File: src/rtl/assert_macros.svh
//------------------------------------------------------------------------------
// Assertion macros
// Clocked property checks on clk, disabled while arst_n is low.
//------------------------------------------------------------------------------
`ifndef ASSERT_MACROS_SVH
`define ASSERT_MACROS_SVH

// prop holds at every edge
`define VNA_ASSERT(lbl, prop, msg) \
	lbl: assert property (@(posedge clk) disable iff (!arst_n) prop) else $error(msg);

// pre at one edge implies post at the next
`define VNA_ASSERT_NEXT(lbl, pre, post, msg) \
	lbl: assert property (@(posedge clk) disable iff (!arst_n) pre |=> post) else $error(msg);

`endif

File: src/rtl/vna_pkg.sv
//------------------------------------------------------------------------------
// vna_pkg
// Shared widths, codes and storage types of the vertex normal averager.
//------------------------------------------------------------------------------
`timescale 1ns / 1ps

package vna_pkg;

	localparam int IDX_W      = 10;
	localparam int SLOTS      = 1 << IDX_W;
	localparam int COORD_W    = 24;
	localparam int NRM_W      = 16;
	localparam int CNT_W      = 16;
	localparam int SUM_W      = 32;
	localparam int S_DATA_W   = 112;
	localparam int S_USER_W   = 2;
	localparam int M_DATA_W   = 64;
	localparam int MAX_VERTICES_DEF = 1024;

	localparam int EDGE_W     = COORD_W + 1;
	localparam int CROSS_W    = 52;
	localparam int MAG_W      = CROSS_W - 1;
	localparam int AMAG_W     = 30;
	localparam int MUL_W      = AMAG_W + 1;
	localparam int PROD_W     = 2 * MUL_W;
	localparam int RAD_W      = 62;
	localparam int ROOT_W     = 31;
	localparam int DVD_W      = AMAG_W + 14;
	localparam int DSR_W      = ROOT_W;
	localparam int QUO_W      = 15;

	localparam logic [1:0] ACT_LOAD = 2'd0;
	localparam logic [1:0] ACT_TRI  = 2'd1;
	localparam logic [1:0] ACT_READ = 2'd2;

	localparam logic [CNT_W-1:0] CNT_MAX = '1;

	typedef struct packed {
		logic signed [COORD_W-1:0] z;
		logic signed [COORD_W-1:0] y;
		logic signed [COORD_W-1:0] x;
	} pos_t;

	typedef struct packed {
		logic signed [SUM_W-1:0] sx;
		logic signed [SUM_W-1:0] sy;
		logic signed [SUM_W-1:0] sz;
		logic [CNT_W-1:0]        cnt;
	} acc_t;

endpackage

File: src/rtl/vna_mul.sv
//------------------------------------------------------------------------------
// vna_mul
// Shared signed multiplier with a registered product.
//------------------------------------------------------------------------------
`timescale 1ns / 1ps

module vna_mul (
	input  logic                               clk,
	input  logic signed [vna_pkg::MUL_W-1:0]   a,
	input  logic signed [vna_pkg::MUL_W-1:0]   b,
	output logic signed [vna_pkg::PROD_W-1:0]  p_q
);
	import vna_pkg::*;

	always_ff @(posedge clk) begin
		p_q <= PROD_W'(a) * PROD_W'(b);
	end

endmodule

File: config.mk
export PLATFORM = sky130hd
export DESIGN_NAME = vna_mul
export DESIGN_NICKNAME = d
export VERILOG_FILES = /design/src/rtl/assert_macros.svh /design/src/rtl/vna_pkg.sv /design/src/rtl/vna_mul.sv
export SDC_FILE = /design/constraint.sdc
export NUM_CORES = 2
export LEC_CHECK = 0
export BUFFER_PORTS_ARGS = -buffer_cell sky130_fd_sc_hd__buf_4
export CAP_MARGIN = 20
export CORE_MARGIN = 3
export CORE_UTILIZATION = 35
export DETAILED_ROUTE_END_ITERATION = 7
export GPL_ROUTABILITY_DRIVEN = 0
export HOLD_SLACK_MARGIN = 0.02
export MAX_ROUTING_LAYER = met4
export PLACE_DENSITY = 0.48
export SYNTH_ARGS = -nofsm -noshare
export SYNTH_HDL_FRONTEND = slang
export SYNTH_SLANG_ARGS = --single-unit
File: constraint.sdc
create_clock -name clk -period 22.6 [get_ports clk]
set_input_delay 1.13 -clock clk [delete_from_list [all_inputs] [get_ports clk]]
set_output_delay 1.13 -clock clk [all_outputs]
set_load 0.005 [all_outputs]
==> metrics.md <==
| Metric | Value |
|---|---|
| Most flop-heavy register | `p_q` |
| CTS tree | `done` |
| First-pass GRT wire length | `172600 um` |
| Critical Path Most Common Cell | `fa_1` |
| Number of synthesized flops with an enable pin | `0` |
| Final core occ | `0.3760` |
| Num rows | `~120` |
| Placed cells | `around 5000` |
| Max-cap violations | `0` |
| Fmax | `101.9 MHz` |
| Synth Cell Area | `35580 um^2` |
| List of most frequent post-synthesis cells | `1018 x fa_1, 1016 x inv_1, 514 x nand2_1, 451 x and2_1, 198 x clkbuf_1` |
| Num CTS Buffers | `9` |
| Total iterations of the first detailed-routing run | `5` |
| FILL cells | `10420` |
| Via/cell ratio | `between 4 and 5` |
| Count leader, synth | `fa_1` |
| CTS H-tree lvls | `3` |
| CTS Sinks | `slightly above 60` |
| Crit path launch | `a[22]` |
| # hold bufs at CTS | `0` |
| Port bufs | `124` |
| Worst slew pin tran | `0.9059 ns` |
| Setup crit start kind | `input port` |
| CP peak stage delay | `0.71 ns` |
| Cells after Synth | `3796` |
| Syn nets | `roughly 5100` |
| DR vias | `24390` |
| Slew Limit Fails | `0` |
| Worst path bufs/invs | `6` |
| Post-route ant nets | `0` |
| Levels on crit path | `26` |
| RSZ-0062 raised after global routing | `no` |
| Synth Flop Type | `dfxtp_1` |
| DIE HEIGHT | `approximately 320 um` |
| Hold path startpoint | `b[0]` |
| Top cell type's share of synthesized area | `0.5728` |
| DRC | `0` |
| Vias in the first global route | `27610` |
| Nets | `5001` |
| GRT Total Usage | `0.2255` |
| Crit path kind | `input port to register` |
| Ratio of cells with drive above 1 in the final layout | `0.04062` |
| Io pins | `roughly 130` |
| Synth area leaders | `fa_1 57%, inv_1 11%, and2_1 7.9%, ha_1 6.4%, nand2_1 5.4%` |
| Status | `finished, final reports clean` |
| Hpwl dp | `83470 um` |
| Slowest-stage cell, CP | `o21ai_0` |
| Total gr overflow | `0` |
| Chip width | `324.8 um` |
| DR WL/cell | `21.50 um` |
| Final hold vios | `0` |
| Worst Setup EP | `p_q[60]` |
| Crit-path max FO | `31` |
| Post-cts repair resize count | `0` |
| Core footprint | `100400 um^2` |
| Non-Filler Instances | `a little over 5000` |
| Yosys warning total | `0` |
| Critical Path RT | `22.94 ns` |
| Top delay family on crit path | `adder cells` |
| Largest regs | `p_q x62` |
| Initial antenna violation count | `7` |
| Layout area overhead | `6.140%` |
| Slew HR | `0.3897` |
| Post-synthesis sequential area ratio | `0.03489` |
| Unique masters post-synth | `47` |
| Full die area | `105500 um^2` |
| Final setup fails | `0` |
| Largest net degree at the start of global routing | `33` |
| Final cycle utilization of the critical path | `0.4343` |
| Initial detailed-routing violation count | `1527` |
| Crit path time final | `roughly 10 ns` |
| Aggregate negative setup slack | `0 ns` |
| Leading area contributor after synthesis | `fa_1` |
| Mapped Avg Cell Area | `9.373 um^2` |
| CTS max path bufs | `2` |
| Synth Register Bits | `62` |
| Crit path DAT | `10.16 ns` |
| Worst min path class | `input port to register` |
| CTS Root Cell | `clkbuf_16` |
| Final WL | `between 100000 and 150000 um` |
| Initial core utilization | `0.3542` |
| Nature of the critical path endpoint | `register` |
| Largest register FFs | `62` |
| Ys async rst share | `0` |
| Worst-path clk slew | `0.07 ns` |
| Post-CTS setup buffers | `0` |
-- placed cells by master (no fill, tap or decap), types with 23 or more instances in the layout --
cell type	Yosys	routed
and2_1	451	451
a21oi_1	64	64
nand2_1	514	514
buf_4	0	128
ha_1	182	182
fa_1	1018	1018
a21o_1	30	30
o21ai_0	23	23
dfxtp_1	62	62
nor2b_1	29	29
xnor2_1	46	46
inv_1	1016	1016
nor2_1	26	26
-- cell families after synthesis --
logic type / count (synthesis) / synth area share
flip-flops: 62 / 0.03489
AND/OR/NAND/NOR: 1076 / 0.1507
adder cells (fa/ha/maj): 1200 / 0.6368
buffers and inverters: 1214 / 0.1281
XOR/XNOR: 68 / 0.01674
multiplexers: 1 / 0.0003165
AO/OA/AOI/OAI: 175 / 0.03253
-- metrics by stage --
step / hold slack, ns / area, um^2 / setup WS (ns)
after global placement: 1.511 / 37490 / 12.21
after global routing: 1.232 / 37760 / 12.57
after detailed placement: 1.511 / 37500 / 12.52
after CTS: 1.188 / 37760 / 12.95
final: 1.222 / 37760 / 12.78
after floorplan: 1.414 / 35580 / 14.38
-- per-layer routing --
layer	track usage	routed length, um
met5	-	0
met4	0.07733	4091
met3	0.03442	6111
met2	0.3628	53200
met1	0.2918	46310
-- layout make-up --
class / count / area [um^2] / share of cell area
clock inverters: 5 / 27.53 / 0.0007289
clock buffers: 10 / 229.0 / 0.006063
repair buffers: 129 / 965.9 / 0.02558
flip-flops and latches: 62 / 1241 / 0.03287
multi-input cells: 2520 / 29780 / 0.7886
well taps: 1357 / 1698 / 0.04496
diodes: 3 / 7.507 / 0.0001988
inverters: 1016 / 3814 / 0.1010
-- how the worst min path moves through the flow --
| stage | endpoint | cells past startpoint |
|---|---|---|
| floorplan | p_q[0] | 0 |
| global placement | p_q[5] | 1 |
| detailed placement | p_q[8] | 1 |
| CTS | p_q[0] | 2 |
| global route | p_q[0] | 2 |
| finish | p_q[0] | 2 |
Power is left out: the tool's default activity adds up to more than one toggle a clock period on the data nets, which glitch-free logic cannot reach.
