### config.mk
export PLATFORM = sky130hd
export DESIGN_NAME = vna_div
export DESIGN_NICKNAME = d
export VERILOG_FILES = /design/src/rtl/assert_macros.svh /design/src/rtl/vna_pkg.sv /design/src/rtl/vna_div.sv
export SDC_FILE = /design/constraint.sdc
export NUM_CORES = 1
export LEC_CHECK = 0
export BUFFER_PORTS_ARGS = -buffer_cell sky130_fd_sc_hd__buf_2
export CORE_ASPECT_RATIO = 1.1
export CORE_UTILIZATION = 57
export DETAILED_ROUTE_END_ITERATION = 6
export MAX_ROUTING_LAYER = met4
export PLACE_DENSITY = 0.87
export SETUP_SLACK_MARGIN = 0.02
export SLEW_MARGIN = 15
export SYNTH_ARGS = -nofsm -noshare
export SYNTH_HDL_FRONTEND = slang
export SYNTH_SLANG_ARGS = --single-unit
### constraint.sdc
create_clock -name clk -period 3.6 [get_ports clk]
set_clock_uncertainty 0.05 [all_clocks]
set_input_delay 0.72 -clock clk [delete_from_list [all_inputs] [get_ports clk]]
set_output_delay 0.72 -clock clk [all_outputs]
set_load 0.03 [all_outputs]
### src/rtl/assert_macros.svh
//------------------------------------------------------------------------------
// Assertion macros
// Clocked property checks on clk, disabled while arst_n is low.
//------------------------------------------------------------------------------
`ifndef ASSERT_MACROS_SVH
`define ASSERT_MACROS_SVH

// prop holds at every edge
`define VNA_ASSERT(lbl, prop, msg) \
	lbl: assert property (@(posedge clk) disable iff (!arst_n) prop) else $error(msg);

// pre at one edge implies post at the next
`define VNA_ASSERT_NEXT(lbl, pre, post, msg) \
	lbl: assert property (@(posedge clk) disable iff (!arst_n) pre |=> post) else $error(msg);

`endif

### src/rtl/vna_pkg.sv
//------------------------------------------------------------------------------
// vna_pkg
// Shared widths, codes and storage types of the vertex normal averager.
//------------------------------------------------------------------------------
`timescale 1ns / 1ps

package vna_pkg;

	localparam int IDX_W      = 10;
	localparam int SLOTS      = 1 << IDX_W;
	localparam int COORD_W    = 24;
	localparam int NRM_W      = 16;
	localparam int CNT_W      = 16;
	localparam int SUM_W      = 32;
	localparam int S_DATA_W   = 112;
	localparam int S_USER_W   = 2;
	localparam int M_DATA_W   = 64;
	localparam int MAX_VERTICES_DEF = 1024;

	localparam int EDGE_W     = COORD_W + 1;
	localparam int CROSS_W    = 52;
	localparam int MAG_W      = CROSS_W - 1;
	localparam int AMAG_W     = 30;
	localparam int MUL_W      = AMAG_W + 1;
	localparam int PROD_W     = 2 * MUL_W;
	localparam int RAD_W      = 62;
	localparam int ROOT_W     = 31;
	localparam int DVD_W      = AMAG_W + 14;
	localparam int DSR_W      = ROOT_W;
	localparam int QUO_W      = 15;

	localparam logic [1:0] ACT_LOAD = 2'd0;
	localparam logic [1:0] ACT_TRI  = 2'd1;
	localparam logic [1:0] ACT_READ = 2'd2;

	localparam logic [CNT_W-1:0] CNT_MAX = '1;

	typedef struct packed {
		logic signed [COORD_W-1:0] z;
		logic signed [COORD_W-1:0] y;
		logic signed [COORD_W-1:0] x;
	} pos_t;

	typedef struct packed {
		logic signed [SUM_W-1:0] sx;
		logic signed [SUM_W-1:0] sy;
		logic signed [SUM_W-1:0] sz;
		logic [CNT_W-1:0]        cnt;
	} acc_t;

endpackage

### src/rtl/vna_div.sv
//------------------------------------------------------------------------------
// vna_div
// Restoring divider, one quotient bit per cycle, 15-bit quotient.
//------------------------------------------------------------------------------
`timescale 1ns / 1ps

module vna_div (
	input  logic                         clk,
	input  logic                         arst_n,
	input  logic                         start,
	input  logic [vna_pkg::DVD_W-1:0]    dividend,
	input  logic [vna_pkg::DSR_W-1:0]    divisor,
	output logic                         done,
	output logic [vna_pkg::QUO_W-1:0]    quotient
);
	import vna_pkg::*;

	logic [DSR_W-1:0] rem_q;
	logic [DSR_W-1:0] dsr_q;
	logic [QUO_W-1:0] lo_q;
	logic [QUO_W-1:0] quo_q;
	logic [3:0]       cnt_q;
	logic             busy_q;
	logic             done_q;
	logic [DSR_W:0]   trial;
	logic             ge;

	assign trial    = {rem_q, lo_q[QUO_W-1]};
	assign ge       = trial >= {1'b0, dsr_q};
	assign done     = done_q;
	assign quotient = quo_q;

	always_ff @(posedge clk or negedge arst_n) begin
		if (!arst_n) begin
			busy_q <= 1'b0;
			done_q <= 1'b0;
			cnt_q  <= '0;
		end else begin
			done_q <= 1'b0;
			if (start) begin
				busy_q <= 1'b1;
				cnt_q  <= 4'(QUO_W);
			end else if (busy_q) begin
				cnt_q <= cnt_q - 4'd1;
				if (cnt_q == 4'd1) begin
					busy_q <= 1'b0;
					done_q <= 1'b1;
				end
			end
		end
	end

	always_ff @(posedge clk) begin
		if (start) begin
			rem_q <= DSR_W'(dividend[DVD_W-1:QUO_W]);
			lo_q  <= dividend[QUO_W-1:0];
			dsr_q <= divisor;
			quo_q <= '0;
		end else if (busy_q) begin
			if (ge) begin
				rem_q <= DSR_W'(trial - {1'b0, dsr_q});
			end else begin
				rem_q <= trial[DSR_W-1:0];
			end
			quo_q <= {quo_q[QUO_W-2:0], ge};
			lo_q  <= lo_q << 1;
		end
	end

endmodule

==> impl_metrics.py <==
metrics = {
    "outcome": {
        "outcome": "finished with violations",
        "violations": "DRC",
    },
    "global_routing": {
        "grt_pass1_wl_mm": 19.4,
        "grt_overflow_total": 0,
        "groute.usage.overall_pct": 23.6,
        "grt_pass1_vias": 4252,
        "grt_max_degree": 53,
        "grt_antenna_before_repair": 0,
    },
    "power_and_ir_drop": {
        "p_per_area_nw_per_um2": 803,
        "finalPower_mw": 5.39,
        "ir_worst_vdd_mv": 0.473,
        "p_leak_nw": 3.03,
    },
    "job": {
        "drv_cap": 0,
    },
    "place": {
        "gp_congestion": 0.934,
        "port_buffers": 93,
        "dp_cells": 727,
        "dp_hpwl_mm": 8.73,
    },
    "sta": {
        "hold_violations": 0,
        "tightest_slew_ns": 0.623,
        "fin_crit_ns": 3.42,
        "finalMaxSlewViolations": 0,
        "setup_viol": 0,
        "fmax_ghz": 0.292,
        "post-route-period-util_pct": 95.0,
        "relSlewSlack_pct": 58.4,
    },
    "clock_network": {
        "cts_root_buffer": "clkbuf_8",
        "cts.sinks": 98,
        "cts_buffer_depth": 2,
        "cts.hold.buffers_added": 0,
        "clk_pin_slew_ns": 0.09,
        "clkLatencyLatePin_ns": 0.37,
        "htree_levels": 3,
        "cts_tree": "yes",
        "cts_buffers": 9,
    },
    "setup_path": {
        "worst-path-max-fanout": 6,
        "crit_type": "register to register",
        "r2r-start": "dsr_q[0]",
        "reg2reg_slack_ns": 0.18,
        "rr_endpoint": "rem_q[27]",
        "start_kind": "register",
        "worstSetupEndpointType": "register",
        "cp_data_required_time_ns": 3.68,
        "cp-endpoint": "rem_q[27]",
        "cp.arrival_ns": 3.50,
        "startpoint": "dsr_q[0]",
        "reg2reg_depth": 13,
    },
    "layout": {
        "nets": 734,
        "final_cells": 747,
        "area_growth_pct": 15.1,
        "fill_cells": 741,
        "insertedDiodeCount": 0,
        "drive_gt1_share_pct": 29.5,
        "utilization_pct": 67.8,
    },
    "detailed_routing": {
        "ant_nets": 0,
        "wirelength_mm": 11.9,
        "route.detailed.drc": 6,
        "post_drt_wl_per_cell_um": 16.0,
        "avgViaCountPerCell": 5.83,
        "drtIter0Drc": 178,
        "vias": 4353,
        "dr.pass1.iters": 7,
    },
    "synthesis": {
        "synth_area_um2": 5820,
        "async_flop_share_pct": 6.12,
        "synth-compound-area-share_pct": 11.6,
        "synth-edff-count": 75,
        "ys_seq_area_share_pct": 47.1,
        "synth-main-ff-cell": "edfxtp_1",
        "synthAdderAreaFrac_pct": 7.43,
        "synth_nets": 638,
        "yosysTopAreaCell": "edfxtp_1",
        "synth_area_leaders": "edfxtp_1 39%, mux2_2 10%, ha_1 7.1%",
        "syn_inst": 526,
        "synth-simple-area-share_pct": 11.1,
        "synth-xor-area-share_pct": 4.21,
        "synthTopCellsByCount": "75 x edfxtp_1, 54 x mux2_2, 39 x nor2_1, 38 x inv_1, 33 x ha_1",
        "synth.most_common_cell": "edfxtp_1",
        "synth_top_family_by_area": "multiplexers",
        "ys_ff_latch": 98,
        "muxShareOfSynthArea_pct": 14.0,
        "netlist.area_leader.share_pct": 38.7,
        "ys_warn_count": 0,
        "synth_cell_type_count": 61,
        "syn_avg_cell_area_um2": 11.1,
    },
    "floorplan": {
        "rows": 38,
        "core-area_um2": 9890,
        "io_pins": 94,
        "die_w_um": 98.4,
        "die_y_um": 108,
        "initial_core_util_pct": 58.9,
        "dieArea_um2": 10600,
    },
    "min_path": {
        "worstHoldPathType": "primary input to async pin",
    },
}
==> power by group <==
part	leakage (nW)	internal, mW	switching (mW)
combinational	1.96	1.48	1.54
clock	0.0980	0.336	0.370
sequential	0.972	1.52	0.131
total	3.03	3.34	2.04
==> cell usage in the layout, fill, tap and decap left out, drive strengths merged, types with 5 or more instances in the layout <==
master / n
a21o: 14
a21oi: 27
nor2b: 7
inv: 38
edfxtp: 75
nor3: 9
nand2: 30
clkbuf: 16
buf: 105
a31oi: 7
o21a: 5
nor4: 6
dfrtp: 6
xnor2: 20
dfxtp: 17
ha: 33
mux2: 54
mux2i: 21
o21ai: 26
nor2: 39
xor2: 8
nand2b: 10
==> area by class of cell <==
cell class | count | area [um2] | area share [%]
flip-flops and latches | 98 | 2740 | 40.9
well taps | 120 | 150 | 2.24
clock inverters | 1 | 5.00 | 0.0746
repair buffers | 106 | 624 | 9.31
inverters | 38 | 143 | 2.13
clock buffers | 15 | 189 | 2.82
multi-input cells | 369 | 2850 | 42.5
==> metal layers <==
metal	share of wire (%)	global-route usage, %	routed length [um]
met1	41	27.7	4920
met2	51	41.2	6020
met3	5.4	3.75	643
met4	2.8	8.74	331
met5	0	-	0
==> worst max-delay path, stage by stage (launching register included) <==
cell	delay, ns
edfxtp_1	0.42
ha_4	0.19
fa_2	0.39
nand2b_4	0.15
a21oi_1	0.18
or4_4	0.17
nand2_4	0.06
o21ai_2	0.20
a211o_1	0.19
a31oi_4	0.16
buf_4	0.20
clkbuf_16	0.15
or4b_1	0.46
and3b_1	0.18
==> per-stage QoR <==
| step | hold WS [ns] | instance area [um2] | worst slack [ns] | setup TNS, ns |
|---|---|---|---|---|
| 6_report | 0.105 | 6710 | 0.179 | 0 |
| 5_1_grt | 0.102 | 6710 | -0.0152 | -0.0152 |
| 4_1_cts | 0.0961 | 6630 | 0.0722 | 0 |
| 3_5_place_dp | 0.451 | 6440 | 0.0967 | 0 |
| 3_3_place_gp | 0.418 | 6440 | 0.164 | 0 |
| 2_1_floorplan | 0.374 | 5820 | 0.323 | 0 |
==> worst min path at each step <==
stage | end | cells after the start | slack [ns]
final | cnt_q[2] | 1 | 0.10
after global placement | quotient[14] | 2 | 0.42
after global routing | busy_q | 1 | 0.10
after detailed placement | quotient[14] | 2 | 0.45
after floorplan | busy_q | 0 | 0.37
after CTS | cnt_q[1] | 1 | 0.1
==> cell families (layout without fill, tap and decap cells) <==
logic type | Yosys count | count (layout)
xor+xnor | 28 | 28
flops | 98 | 98
mux | 75 | 75
fa+ha+maj | 34 | 34
compound gates | 104 | 104
simple gates | 128 | 128
buf+inv | 59 | 160
==> state kept, by name, summed over array words and instances, names as in the netlist <==
signal	cells
quotient	15
busy_q	1
lo_q	15
dsr_q	31
done	1
cnt_q	4
rem_q	31
==> repair_timing <==
action,in CTS,in global routing
setup buffers,0,3
gates resized for setup,0,6
endpoints found under the setup margin,0,19
No activity file was read; power rests on OpenSTA's default activity.
