<file path="config.mk">
export PLATFORM = sky130hd
export DESIGN_NAME = vna_isqrt
export DESIGN_NICKNAME = d
export VERILOG_FILES = /design/src/rtl/assert_macros.svh /design/src/rtl/vna_pkg.sv /design/src/rtl/vna_isqrt.sv
export SDC_FILE = /design/constraint.sdc
export NUM_CORES = 1
export LEC_CHECK = 0
export BUFFER_PORTS_ARGS = -buffer_cell sky130_fd_sc_hd__buf_2
export CAP_MARGIN = 20
export CORE_AREA = 2 2 154 187
export CTS_BUF_LIST = sky130_fd_sc_hd__clkbuf_8
export DETAILED_ROUTE_END_ITERATION = 8
export DIE_AREA = 0 0 156 189
export PLACE_DENSITY = 0.72
export SYNTH_ARGS = -nofsm -noshare
export SYNTH_HDL_FRONTEND = slang
export SYNTH_SLANG_ARGS = --single-unit
export TNS_END_PERCENT = 1
</file>
<file path="constraint.sdc">
create_clock -name clk -period 13.8 [get_ports clk]
set_input_delay 2.07 -clock clk [delete_from_list [all_inputs] [get_ports clk]]
set_output_delay 2.07 -clock clk [all_outputs]
set_load 0.005 [all_outputs]
</file>
<file path="src/rtl/assert_macros.svh">
//------------------------------------------------------------------------------
// Assertion macros
// Clocked property checks on clk, disabled while arst_n is low.
//------------------------------------------------------------------------------
`ifndef ASSERT_MACROS_SVH
`define ASSERT_MACROS_SVH

// prop holds at every edge
`define VNA_ASSERT(lbl, prop, msg) \
	lbl: assert property (@(posedge clk) disable iff (!arst_n) prop) else $error(msg);

// pre at one edge implies post at the next
`define VNA_ASSERT_NEXT(lbl, pre, post, msg) \
	lbl: assert property (@(posedge clk) disable iff (!arst_n) pre |=> post) else $error(msg);

`endif

</file>
<file path="src/rtl/vna_pkg.sv">
//------------------------------------------------------------------------------
// vna_pkg
// Shared widths, codes and storage types of the vertex normal averager.
//------------------------------------------------------------------------------
`timescale 1ns / 1ps

package vna_pkg;

	localparam int IDX_W      = 10;
	localparam int SLOTS      = 1 << IDX_W;
	localparam int COORD_W    = 24;
	localparam int NRM_W      = 16;
	localparam int CNT_W      = 16;
	localparam int SUM_W      = 32;
	localparam int S_DATA_W   = 112;
	localparam int S_USER_W   = 2;
	localparam int M_DATA_W   = 64;
	localparam int MAX_VERTICES_DEF = 1024;

	localparam int EDGE_W     = COORD_W + 1;
	localparam int CROSS_W    = 52;
	localparam int MAG_W      = CROSS_W - 1;
	localparam int AMAG_W     = 30;
	localparam int MUL_W      = AMAG_W + 1;
	localparam int PROD_W     = 2 * MUL_W;
	localparam int RAD_W      = 62;
	localparam int ROOT_W     = 31;
	localparam int DVD_W      = AMAG_W + 14;
	localparam int DSR_W      = ROOT_W;
	localparam int QUO_W      = 15;

	localparam logic [1:0] ACT_LOAD = 2'd0;
	localparam logic [1:0] ACT_TRI  = 2'd1;
	localparam logic [1:0] ACT_READ = 2'd2;

	localparam logic [CNT_W-1:0] CNT_MAX = '1;

	typedef struct packed {
		logic signed [COORD_W-1:0] z;
		logic signed [COORD_W-1:0] y;
		logic signed [COORD_W-1:0] x;
	} pos_t;

	typedef struct packed {
		logic signed [SUM_W-1:0] sx;
		logic signed [SUM_W-1:0] sy;
		logic signed [SUM_W-1:0] sz;
		logic [CNT_W-1:0]        cnt;
	} acc_t;

endpackage

</file>
<file path="src/rtl/vna_isqrt.sv">
//------------------------------------------------------------------------------
// vna_isqrt
// Integer square root, one result bit per cycle.
//------------------------------------------------------------------------------
`timescale 1ns / 1ps

module vna_isqrt (
	input  logic                         clk,
	input  logic                         arst_n,
	input  logic                         start,
	input  logic [vna_pkg::RAD_W-1:0]    n,
	output logic                         done,
	output logic [vna_pkg::ROOT_W-1:0]   root
);
	import vna_pkg::*;

	logic [RAD_W-1:0] rem_q;
	logic [RAD_W:0]   res_q;
	logic [RAD_W:0]   bit_q;
	logic             busy_q;
	logic             done_q;
	logic [RAD_W:0]   trial;
	logic             ge;

	assign trial = res_q + bit_q;
	assign ge    = {1'b0, rem_q} >= trial;
	assign done  = done_q;
	assign root  = res_q[ROOT_W-1:0];

	always_ff @(posedge clk or negedge arst_n) begin
		if (!arst_n) begin
			busy_q <= 1'b0;
			done_q <= 1'b0;
		end else begin
			done_q <= 1'b0;
			if (start) begin
				busy_q <= 1'b1;
			end else if (busy_q && bit_q[0]) begin
				busy_q <= 1'b0;
				done_q <= 1'b1;
			end
		end
	end

	always_ff @(posedge clk) begin
		if (start) begin
			rem_q <= n;
			res_q <= '0;
			bit_q <= {1'b1, {RAD_W{1'b0}}};
		end else if (busy_q) begin
			if (ge) begin
				rem_q <= RAD_W'({1'b0, rem_q} - trial);
				res_q <= (res_q >> 1) + bit_q;
			end else begin
				res_q <= res_q >> 1;
			end
			bit_q <= bit_q >> 2;
		end
	end

endmodule

</file>
==> results of run 1 <==
placed cells by master, fill, tap and decap left out, types with 11 or more instances in the layout:
cell,netlist,layout
nand3_1,27,27
o211ai_1,15,15
ha_1,126,126
nor3_1,45,45
nor2_1,190,190
and2_1,14,14
edfxtp_1,62,62
xor2_1,58,58
xnor2_1,89,89
a211oi_1,34,34
a311oi_1,30,30
clkbuf_8,0,18
a21o_1,36,36
nand2_1,217,217
inv_1,51,51
mux2i_1,38,37
or3_1,14,14
buf_2,4,95
dfxtp_1,95,95
o21ai_0,141,140
a31oi_1,60,60
a21oi_1,114,114
nand2b_1,11,11
and3_1,21,21
o21bai_1,25,25
o21a_1,19,19
nor2b_1,20,20
o31a_1,16,16
nand4_1,33,33
o31ai_1,19,19
final cells by class:
class / instances / area, um^2
fill: 2626 / 12000
multi-input combinational: 1541 / 10100
sequential: 159 / 3820
timing repair buffer: 106 / 567
tap: 345 / 432
clock buffer: 18 / 248
inverter: 54 / 203
clock inverter: 14 / 149
metrics by stage:
step | total power [mW] | hold WS (ns) | area (um^2) | instances | utilization, %
after CTS | 2.63 | 0.517 | 15500 | 2236 | 56.4
final | 2.64 | 0.513 | 15600 | 2237 | 56.4
after floorplan | 1.89 | 0.474 | 14800 | 1883 | -
after global routing | 2.84 | 0.572 | 15600 | 2237 | 56.4
after detailed placement | 2.25 | 0.504 | 15200 | 2204 | 54.9
after global placement | 2.24 | 0.488 | 15200 | 2204 | 54.9
power by group through the flow:
stage                     clock network, mW  registers [mW]  logic (mW)
after global routing                  0.390           0.726        1.73
final                                 0.369           0.717        1.55
after floorplan                           0           0.697        1.20
after CTS                             0.374           0.717        1.54
after global placement                    0           0.725        1.52
after detailed placement                  0           0.727        1.53
critical path, cell delays in order (launching register included):
cell	delay (ns)
dfxtp_1	0.46
ha_1	0.31
a31o_2	0.27
a31o_2	0.27
a31o_2	0.28
a21o_1	0.26
a21oi_1	0.55
o21bai_1	0.18
a31oi_1	0.34
o21a_1	0.22
o21ai_0	0.10
xnor2_1	0.15
ha_1	0.47
nand4_1	0.19
nor3_1	0.44
inv_1	0.08
nor4_1	0.27
nand4_1	0.18
a21oi_1	0.28
a2111oi_4	0.05
buf_4	0.31
or2_2	0.58
buf_4	0.32
o21ai_4	0.14
buf_4	0.65
kinds of logic after synthesis:
family | Yosys count
adder cells (fa/ha/maj) | 127
flip-flops | 159
multiplexers | 41
AO/OA/AOI/OAI | 601
XOR/XNOR | 147
buffers and inverters | 183
AND/OR/NAND/NOR | 625
sequential cells by signal, summed over array words and instances, names as in the netlist:
register and count:
bit_q 32, busy_q 1, done 1, rem_q 62, res_q 63
metal layers:
metal | global-route usage [%] | vias to the layer above
li1 | - | 6946
met1 | 34.4 | 6572
met2 | 51.9 | 427
met3 | 4.05 | 112
met4 | 14.1 | 0
met5 | 0 | -
final timing paths:
check	to	depth (start not counted)	startpoint
max in group asynchronous	busy_q	1	arst_n
min	res_q[0]	2	res_q[0]
min in group asynchronous	done	1	arst_n
max reg2reg	rem_q[47]	24	res_q[2]
min reg2reg	res_q[0]	2	res_q[0]
max	rem_q[47]	24	res_q[2]
==> impl_results.md, run 1 <==
* Outcome: completed
* Cell internal pwr at 1.40 mW
* XOR/XNOR Fraction of Synth Area at 8.72%
* RSZ-0062 raised after global routing: false
* Kind of critical path: reg2reg
* CTS tree: done
* Seq pwr share at 27.2%
* Synth unique cells at 74
* Yosys Warn Count at 0
* Final setup vio count at 0
* CTS root buf: clkbuf_8
* Wl on met1 at 17,700 um
* Clk_lat worst skew at 0.51 ns
* Critical path required time at 13.92 ns
* Initial DRC count at 920
* Top Metal Used: met4
* Final WL at 43,000 um
* Type of origin of the critical path: flop
* Clock power share at 14.0%
* Vias at 14,057
* Power share of the combinational group at 58.9%
* CTS resizes at 0
* Syn avg cell area at 7.84 um^2
* Number of max-cap violations at 0
* Post-synth top cells: nand2_1, nor2_1, o21ai_0
* Final period utilization at 56.9%
* Via density at 6.28
* Num CTS Buffers at 17
* CTS Hold Bufs at 0
* Pwr dens at 170 nW/um^2
* Postcts setup bufs at 0
* Initial antenna violation count at 0
* Die area at 29,500 um^2
* Hold Crit Class: reg2reg
* Global Route Usage Sum at 29.2%
* Post-synthesis mux area share at 2.81%
* Clk sinks at 159
* Ratio of cells with drive above 1 in the final layout at 8.62%
* First-pass DRT Iterations at 5
* Core Footprint at 27,600 um^2
* Adder-Cell Fraction of Synth Area at 10.8%
* Htree depth at 4
* Post-Syn Area at 14,800 um^2
* DP HPWL at 32,800 um
* Synth Area in Compound Gates at 27.0%
* Synth Flop Type: dfxtp_1
* Asr flop ratio synth at 1.26%
* Grt ovf at 0
* Sw Share at 47.1%
* Most frequent cell after synthesis: nand2_1
* Post-route ant nets at 0
* Largest family of logic cells by synthesized area: compound AO/OA/AOI/OAI gates
* Hold Fails Final Rpt at 0
* Area leader, netlist: dfxtp_1
* Number of remaining DRC errors at 0
* Initial core utilization at 53.5%
* Synth Net Count at 2,075
* RD Place Congestion at 0.977
* Inserted Diodes at 0
* Post-synth EDFFs at 62
* Largest cells by area after synthesis: dfxtp_1, edfxtp_1, ha_1
* Num ports at 97
* Slew @ Worst Pin at 0.902 ns
* Worst rel slew slack at 39.8%
* Clk slew on worst S/H paths at 0.10 ns
* Layout area overhead at 5.43%
* Flops & latches, synth at 159
* Synth Area in Simple Gates at 19.2%
* Max clock buf depth at 2
* LEAKAGE at 6.18 nW
* Die Wd at 156 um
* Max Slew Vio Count at 0
* Met3 wire length at 2190 um
* Met2 wire len at 21,200 um
* Register area share after synthesis at 25.8%
* Die Y at 189 um
* Data arrival, critical path at 7.98 ns
* Worst setup EP type: flop
* Final net count at 2,071
* Crit path max fanout at 62
* Largest net degree at the start of global routing at 82
* Setup slack, reg-to-reg at 5.94 ns
* Final setup margin at 5.94 ns
* Dpl ws at 6.06 ns
* Routed wire length per instance at 19.2 um
* Setup_tns at 0 ns
* Top cell type's share of synthesized area at 12.9%
* Vias in the first global route at 13,480
* Synthesized instance count at 1,883
* First-pass GRT wire length at 69,100 um
* Clk_skew at 0.0185 ns
* PortBufs at 96
* Final Critical Period at 7.86 ns
* Floorplan row count at 67
* Max Clock Freq at 127 MHz
* Sw Pwr at 1.24 mW
* Highest ir drop seen on vdd at 0.000100 V
Power figures use the tool's default switching activity.
==> run 2, diff against run 1 <==
PLACE_DENSITY = 0.74   (was 0.72)
clock period = 6.41 ns   (was 13.8 ns; I/O delays follow)
==> run 2 against run 1 <==
Effect of this change:
- power up 120%
- clock power up 100%
- wire length up 1.7%
- critical path depth unchanged
- combinational power up 130%
- maximum frequency up 30%
- setup slack worse by 5.6 ns
- flip-flop and latch count unchanged
- first-iteration DRC count up 17%
- core utilization up 1.1 points
- cell area up 1.9%
- critical path type unchanged
==> impl_results.md, run 2 (synthesized netlist as in run 1, its figures left out) <==
* Initial DRC count at 1,079 (+17%)
* PortBufs at 96 (unchanged)
* Max Slew Vio Count at 0 (unchanged)
* Max clock buf depth at 2 (unchanged)
* CTS tree: done
* First-pass GRT wire length at 70,600 um (+2.1%)
* CTS Hold Bufs at 0 (unchanged)
* Met2 usage at 52.0% (+0.19 points)
* Largest registers: res_q (63), rem_q (62), bit_q (32)
* Num ports at 97 (unchanged)
* RD Place Congestion at 0.983 (+0.63%)
* Util after Layout at 57.5% (+1.1 points)
* Clk slew on worst S/H paths at 0.10 ns (about the same)
* GRT met1 Usage at 34.3% (-0.11 points)
* Cell count of the worst reg-to-reg path at 24 (unchanged)
* Number of max-cap violations at 0 (unchanged)
* Kind of critical path: reg2reg
* Initial antenna violation count at 0 (unchanged)
* Commonest non-fill, non-tap cells in the layout: nand2_1, nor2_1, o21ai_0, ha_1, a21oi_1
* Initial core utilization at 53.5% (unchanged)
* Clk_skew at 0.0205 ns (+0.00199 ns)
* Post-route ant nets at 0 (unchanged)
* Number of remaining DRC errors at 0 (unchanged)
* Final period utilization at 94.6% (+38 points)
* Via density at 6.28 (about the same)
* Data arrival, critical path at 6.44 ns (-1.54 ns)
* Critical path required time at 6.79 ns (-7.13 ns)
* Placed cells at 2,237 (+1.5%)
* Setup_tns at 0 ns (unchanged)
* R2R Path End: res_q[57]
* Worst setup EP type: flop
* Die Wd at 156 um (unchanged)
* Worst r2r src: bit_q[0]
* Number of flip-flops in the largest register at 63 (unchanged)
* First-pass DRT Iterations at 6 (+1)
* Layout area overhead at 7.42%
* Postcts setup bufs at 0 (unchanged)
* Routed wire length per instance at 19.3 um (+0.25%)
* Global Route Usage Sum at 29.8% (+0.57 points)
* DP HPWL at 33,500 um (+2.3%)
* LEAKAGE at 6.36 nW (+3.0%)
* Ratio of cells with drive above 1 in the final layout at 10.5% (+1.9 points)
* Clk_lat worst skew at 0.50 ns (about the same)
* Hold Fails Final Rpt at 0 (unchanged)
* Die area at 29,500 um^2 (unchanged)
* Htree depth at 4 (unchanged)
* Highest ir drop seen on vdd at 0.000224 V (+120%)
* Inserted Diodes at 0 (unchanged)
* Clk sinks at 159 (unchanged)
* Hold Crit Class: in2async
* Final Non-Filler Cells at 2,269 (+1.4%)
* Vias at 14,248 (+1.4%)
* Vias in the first global route at 13,812 (+2.5%)
* Floorplan row count at 67 (unchanged)
* Largest net degree at the start of global routing at 92 (+12%)
* Worst rel slew slack at 35.3% (-4.5 points)
* Fillers at 2,605 (-0.80%)
* Crit path max fanout at 41 (-34%)
* Busiest grt layer: met2
* CP startpoint: bit_q[0]
* Final setup vio count at 0 (unchanged)
* Max Clock Freq at 165 MHz (+30%)
* Type of origin of the critical path: flop
* Die Y at 189 um (unchanged)
* Setup slack, reg-to-reg at 0.35 ns (-5.59 ns)
* Final Critical Period at 6.06 ns (-1.80 ns)
* CTS root buf: clkbuf_8
* Final net count at 2,103 (+1.5%)
* RSZ-0062 raised after global routing: false
* Outcome: completed
* Met3 GRT Util at 5.20% (+1.1 points)
* Num CTS Buffers at 17 (unchanged)
* Core Footprint at 27,600 um^2 (unchanged)
* Final WL at 43,700 um (+1.7%)
* Commonest non-fill, non-tap cell in the layout: nand2_1
* Grt ovf at 0 (unchanged)
* Pwr dens at 365 nW/um^2 (+120%)
* Slew @ Worst Pin at 0.971 ns (+0.0681 ns)
* Biggest register: res_q
[run 2: layout make-up]
cell class / count / area [um^2] / area share [%]
clock buffer: 17 / 234 / 1.48
clock inverter: 15 / 135 / 0.852
inverter: 54 / 203 / 1.28
multi-input combinational: 1541 / 10200 / 64.3
sequential: 159 / 3820 / 24.1
tap: 345 / 432 / 2.72
timing repair buffer: 138 / 840 / 5.30
[run 2: worst max-delay path: stages (launching register included)]
cell	delay (ns)
dfxtp_1	0.36
ha_1	0.22
ha_1	0.21
a21oi_1	0.24
o21ai_1	0.19
buf_4	0.19
a22oi_1	0.22
o21ai_0	0.25
a311oi_1	0.43
inv_1	0.07
a21oi_1	0.19
nor2b_1	0.08
xnor2_1	0.14
ha_1	0.37
a21o_1	0.21
a211o_1	0.33
o22ai_1	0.23
nor3_1	0.14
a211o_1	0.34
a2111oi_4	0.45
buf_12	0.27
nor2_2	0.08
buf_4	0.21
o2111a_1	0.15
a2111oi_0	0.35
[run 2: worst max path at each step]
stage | to | slack [ns] | cells past startpoint
after global placement | res_q[57] | 0.39 | 24
after global routing | res_q[61] | 0.01 | 22
after CTS | res_q[57] | 0.20 | 24
after floorplan | rem_q[0] | 0.02 | 25
final | res_q[57] | 0.35 | 24
after detailed placement | res_q[57] | 0.23 | 24
[run 2: repair_timing]
item                                    in CTS  in global routing
endpoints found under the setup margin       0                 92
hold endpoints to repair                     0                  0
gates resized for setup                      0                 13
[run 2: per-layer routing]
layer	part of all wire (%)	wire, um	vias up
met1	40	17600	6676
met4	5.6	2450	0
li1	-	-	7007
met3	4.9	2140	141
met5	0	0	-
met2	49	21500	424
[run 2: power by group]
group          switching, mW  total [mW]  internal, mW
clock                  0.443       0.756         0.313
combinational           2.12        3.50          1.38
sequential             0.148        1.53          1.38
[run 2: per-stage QoR]
step / hold slack [ns] / total power [mW] / cell area [um^2] / worst slack [ns]
2_1_floorplan: 0.474 / 4.07 / 14800 / 0.0189
3_3_place_gp: 0.488 / 4.92 / 15400 / 0.394
3_5_place_dp: 0.505 / 4.95 / 15400 / 0.234
4_1_cts: 0.224 / 5.73 / 15800 / 0.200
5_1_grt: 0.221 / 6.23 / 15900 / 0.0139
6_report: 0.243 / 5.78 / 15900 / 0.348
==> run 3, diff against run 2 <==
PLACE_DENSITY = 0.81   (was 0.74)
clock period = 7 ns   (was 6.41 ns; I/O delays follow)
==> run 3 against run 2 <==
Effect of this change:
- final cell count decreased by 1.1%
- largest cell class unchanged
- global-route usage fell by 1.2 points
- hold slack improved by 0.063 ns
- via count is essentially flat
- count of clock-buffer cells in the layout is the same
==> impl_results.md, run 3 (synthesized netlist as in run 1, its figures left out) <==
* Final Critical Period at 6.53 ns (+0.466 ns)
* Number of remaining DRC errors at 0 (unchanged)
* Final net count at 2,079 (-1.1%)
* Initial DRC count at 1,108 (+2.7%)
* Final period utilization at 93.3% (-1.3 points)
* Pwr dens at 333 nW/um^2 (-8.7%)
* Max Slew Vio Count at 0 (unchanged)
* Core Footprint at 27,600 um^2 (unchanged)
* Biggest register: res_q
* Util after Layout at 56.7% (-0.75 points)
* Clk_skew at 0.0176 ns (-0.00288 ns)
* Sw Share at 47.6% (+0.77 points)
* Clk_lat worst skew at 0.52 ns (+0.02 ns)
* Cell internal pwr at 2.73 mW (-11%)
* Initial core utilization at 53.5% (unchanged)
* Hold Crit Class: in2async
* Htree depth at 4 (unchanged)
* First-pass DRT Iterations at 5 (-1)
* Die Wd at 156 um (unchanged)
* Final Non-Filler Cells at 2,245 (-1.1%)
* Largest registers: res_q (63), rem_q (62), bit_q (32)
* Cell count of the worst reg-to-reg path at 22 (-8.3%)
* Global Route Usage Sum at 28.6% (-1.2 points)
* LEAKAGE at 6.21 nW (-2.4%)
* Die Y at 189 um (unchanged)
* CP startpoint: res_q[2]
* Final WL at 42,100 um (-3.7%)
* Max Clock Freq at 153 MHz (-7.1%)
* Vias in the first global route at 13,705 (-0.77%)
* Type of origin of the critical path: flop
* Data arrival, critical path at 6.71 ns (+0.27 ns)
* Sw Pwr at 2.48 mW (-8.4%)
* Crit path max fanout at 52 (+27%)
* Initial antenna violation count at 0 (unchanged)
* CTS tree: done
* Highest ir drop seen on vdd at 0.000203 V (-9.5%)
* Clk slew on worst S/H paths at 0.10 ns (about the same)
* Critical path required time at 7.19 ns (+0.40 ns)
* RD Place Congestion at 0.977 (-0.60%)
* Inserted Diodes at 0 (unchanged)
* Placed cells at 2,213 (-1.1%)
* PortBufs at 96 (unchanged)
* Clock power share at 13.5% (+0.4 points)
* Post-DP Area at 15,200 um^2 (-1.4%)
* CTS root buf: clkbuf_8
* Commonest non-fill, non-tap cell in the layout: nand2_1
* Hold WS at 0.306 ns (+0.0633 ns)
* Post-route ant nets at 0 (unchanged)
* Max clock buf depth at 2 (unchanged)
* Setup slack, reg-to-reg at 0.47 ns (+0.12 ns)
* First-pass GRT wire length at 68,200 um (-3.3%)
* Finished Cell Area at 15,600 um^2 (-1.3%)
* Num CTS Buffers at 17 (unchanged)
* Number of flip-flops in the largest register at 63 (unchanged)
* Worst rel slew slack at 32.6% (-2.7 points)
* Power share of the combinational group at 59.5% (-0.9 points)
* Ratio of cells with drive above 1 in the final layout at 9.11% (-1.4 points)
* Routed wire length per instance at 18.7 um (-2.7%)
* Layout area overhead at 6.01%
* Largest net degree at the start of global routing at 92 (unchanged)
* Num ports at 97 (unchanged)
* Commonest non-fill, non-tap cells in the layout: nand2_1, nor2_1, o21ai_0, ha_1, a21oi_1
* R2R Path End: rem_q[28]
* Clk sinks at 159 (unchanged)
* Kind of critical path: reg2reg
* Floorplan row count at 67 (unchanged)
* Worst r2r src: res_q[2]
* Via density at 6.35 (+1.1%)
* DP HPWL at 31,700 um (-5.4%)
* Number of max-cap violations at 0 (unchanged)
* Worst setup EP type: flop
* Grt ovf at 0 (unchanged)
* Hold Fails Final Rpt at 0 (unchanged)
* Vias at 14,256 (+0.056%)
* Slew @ Worst Pin at 1.01 ns (+0.0406 ns)
* Final setup vio count at 0 (unchanged)
* Die area at 29,500 um^2 (unchanged)
* Outcome: completed
* Postcts setup bufs at 0 (unchanged)
* Seq pwr share at 27.0% (+0.5 points)
-- run 3: timing repair --
| item | 4_1_cts | 5_1_grt |
|---|---|---|
| endpoints found under the setup margin | 0 | 100 |
| resized for setup | 0 | 5 |
| hold buffers | 0 | 0 |
-- run 3: critical path, cell delays in order (launching register included) --
cell       delay, ns
dfxtp_1         0.44
ha_1            0.30
a31o_2          0.27
a31o_2          0.27
a31o_2          0.29
a21o_1          0.26
a21oi_1         0.19
buf_4           0.18
o21bai_1        0.10
a31oi_1         0.31
o21a_1          0.21
o21ai_0         0.10
xnor2_1         0.16
ha_1            0.46
nand2_1         0.11
o21ai_0         0.33
nor2_1          0.09
o31a_1          0.24
a31oi_1         0.52
a2111oi_4       0.22
or2_1           0.34
o21ai_4         0.42
buf_12          0.32
-- run 3: power by group through the flow --
stage,sequential (mW),combinational (mW),clock (mW)
CTS,1.41,3.04,0.715
floorplan,1.36,2.36,0
global route,1.43,3.41,0.748
detailed placement,1.43,3.02,0
global placement,1.42,2.97,0
finish,1.41,3.10,0.705
-- run 3: metal layers --
metal | vias to the layer above | part of all wire [%] | routed length [um] | GRT usage [%]
met4 | 0 | 4.7 | 1990 | 14.2
met5 | - | 0 | 0 | 0
met2 | 480 | 50 | 20900 | 50.3
li1 | 6964 | - | - | -
met1 | 6684 | 40 | 16800 | 33.2
met3 | 128 | 5.6 | 2340 | 5.33
-- run 3: worst max-delay path by stage --
stage,to,slack (ns),cells past startpoint
global route,res_q[20],-0.02,22
CTS,res_q[6],0.27,24
global placement,res_q[6],0.37,24
detailed placement,res_q[6],0.32,24
floorplan,rem_q[0],0.31,25
finish,rem_q[28],0.47,22
-- run 3: cell type report --
cell class	instances	area, um^2
multi-input combinational	1541	10200
tap	345	432
inverter	54	203
clock inverter	15	160
sequential	159	3820
fill	2580	11900
timing repair buffer	114	638
clock buffer	17	234
-- run 3: stage by stage --
step	worst slack [ns]	power (mW)	setup TNS [ns]
after floorplan	0.305	3.72	0
after global placement	0.371	4.39	0
after detailed placement	0.321	4.44	0
after CTS	0.266	5.16	0
after global routing	-0.0224	5.59	-0.0224
final	0.472	5.21	0
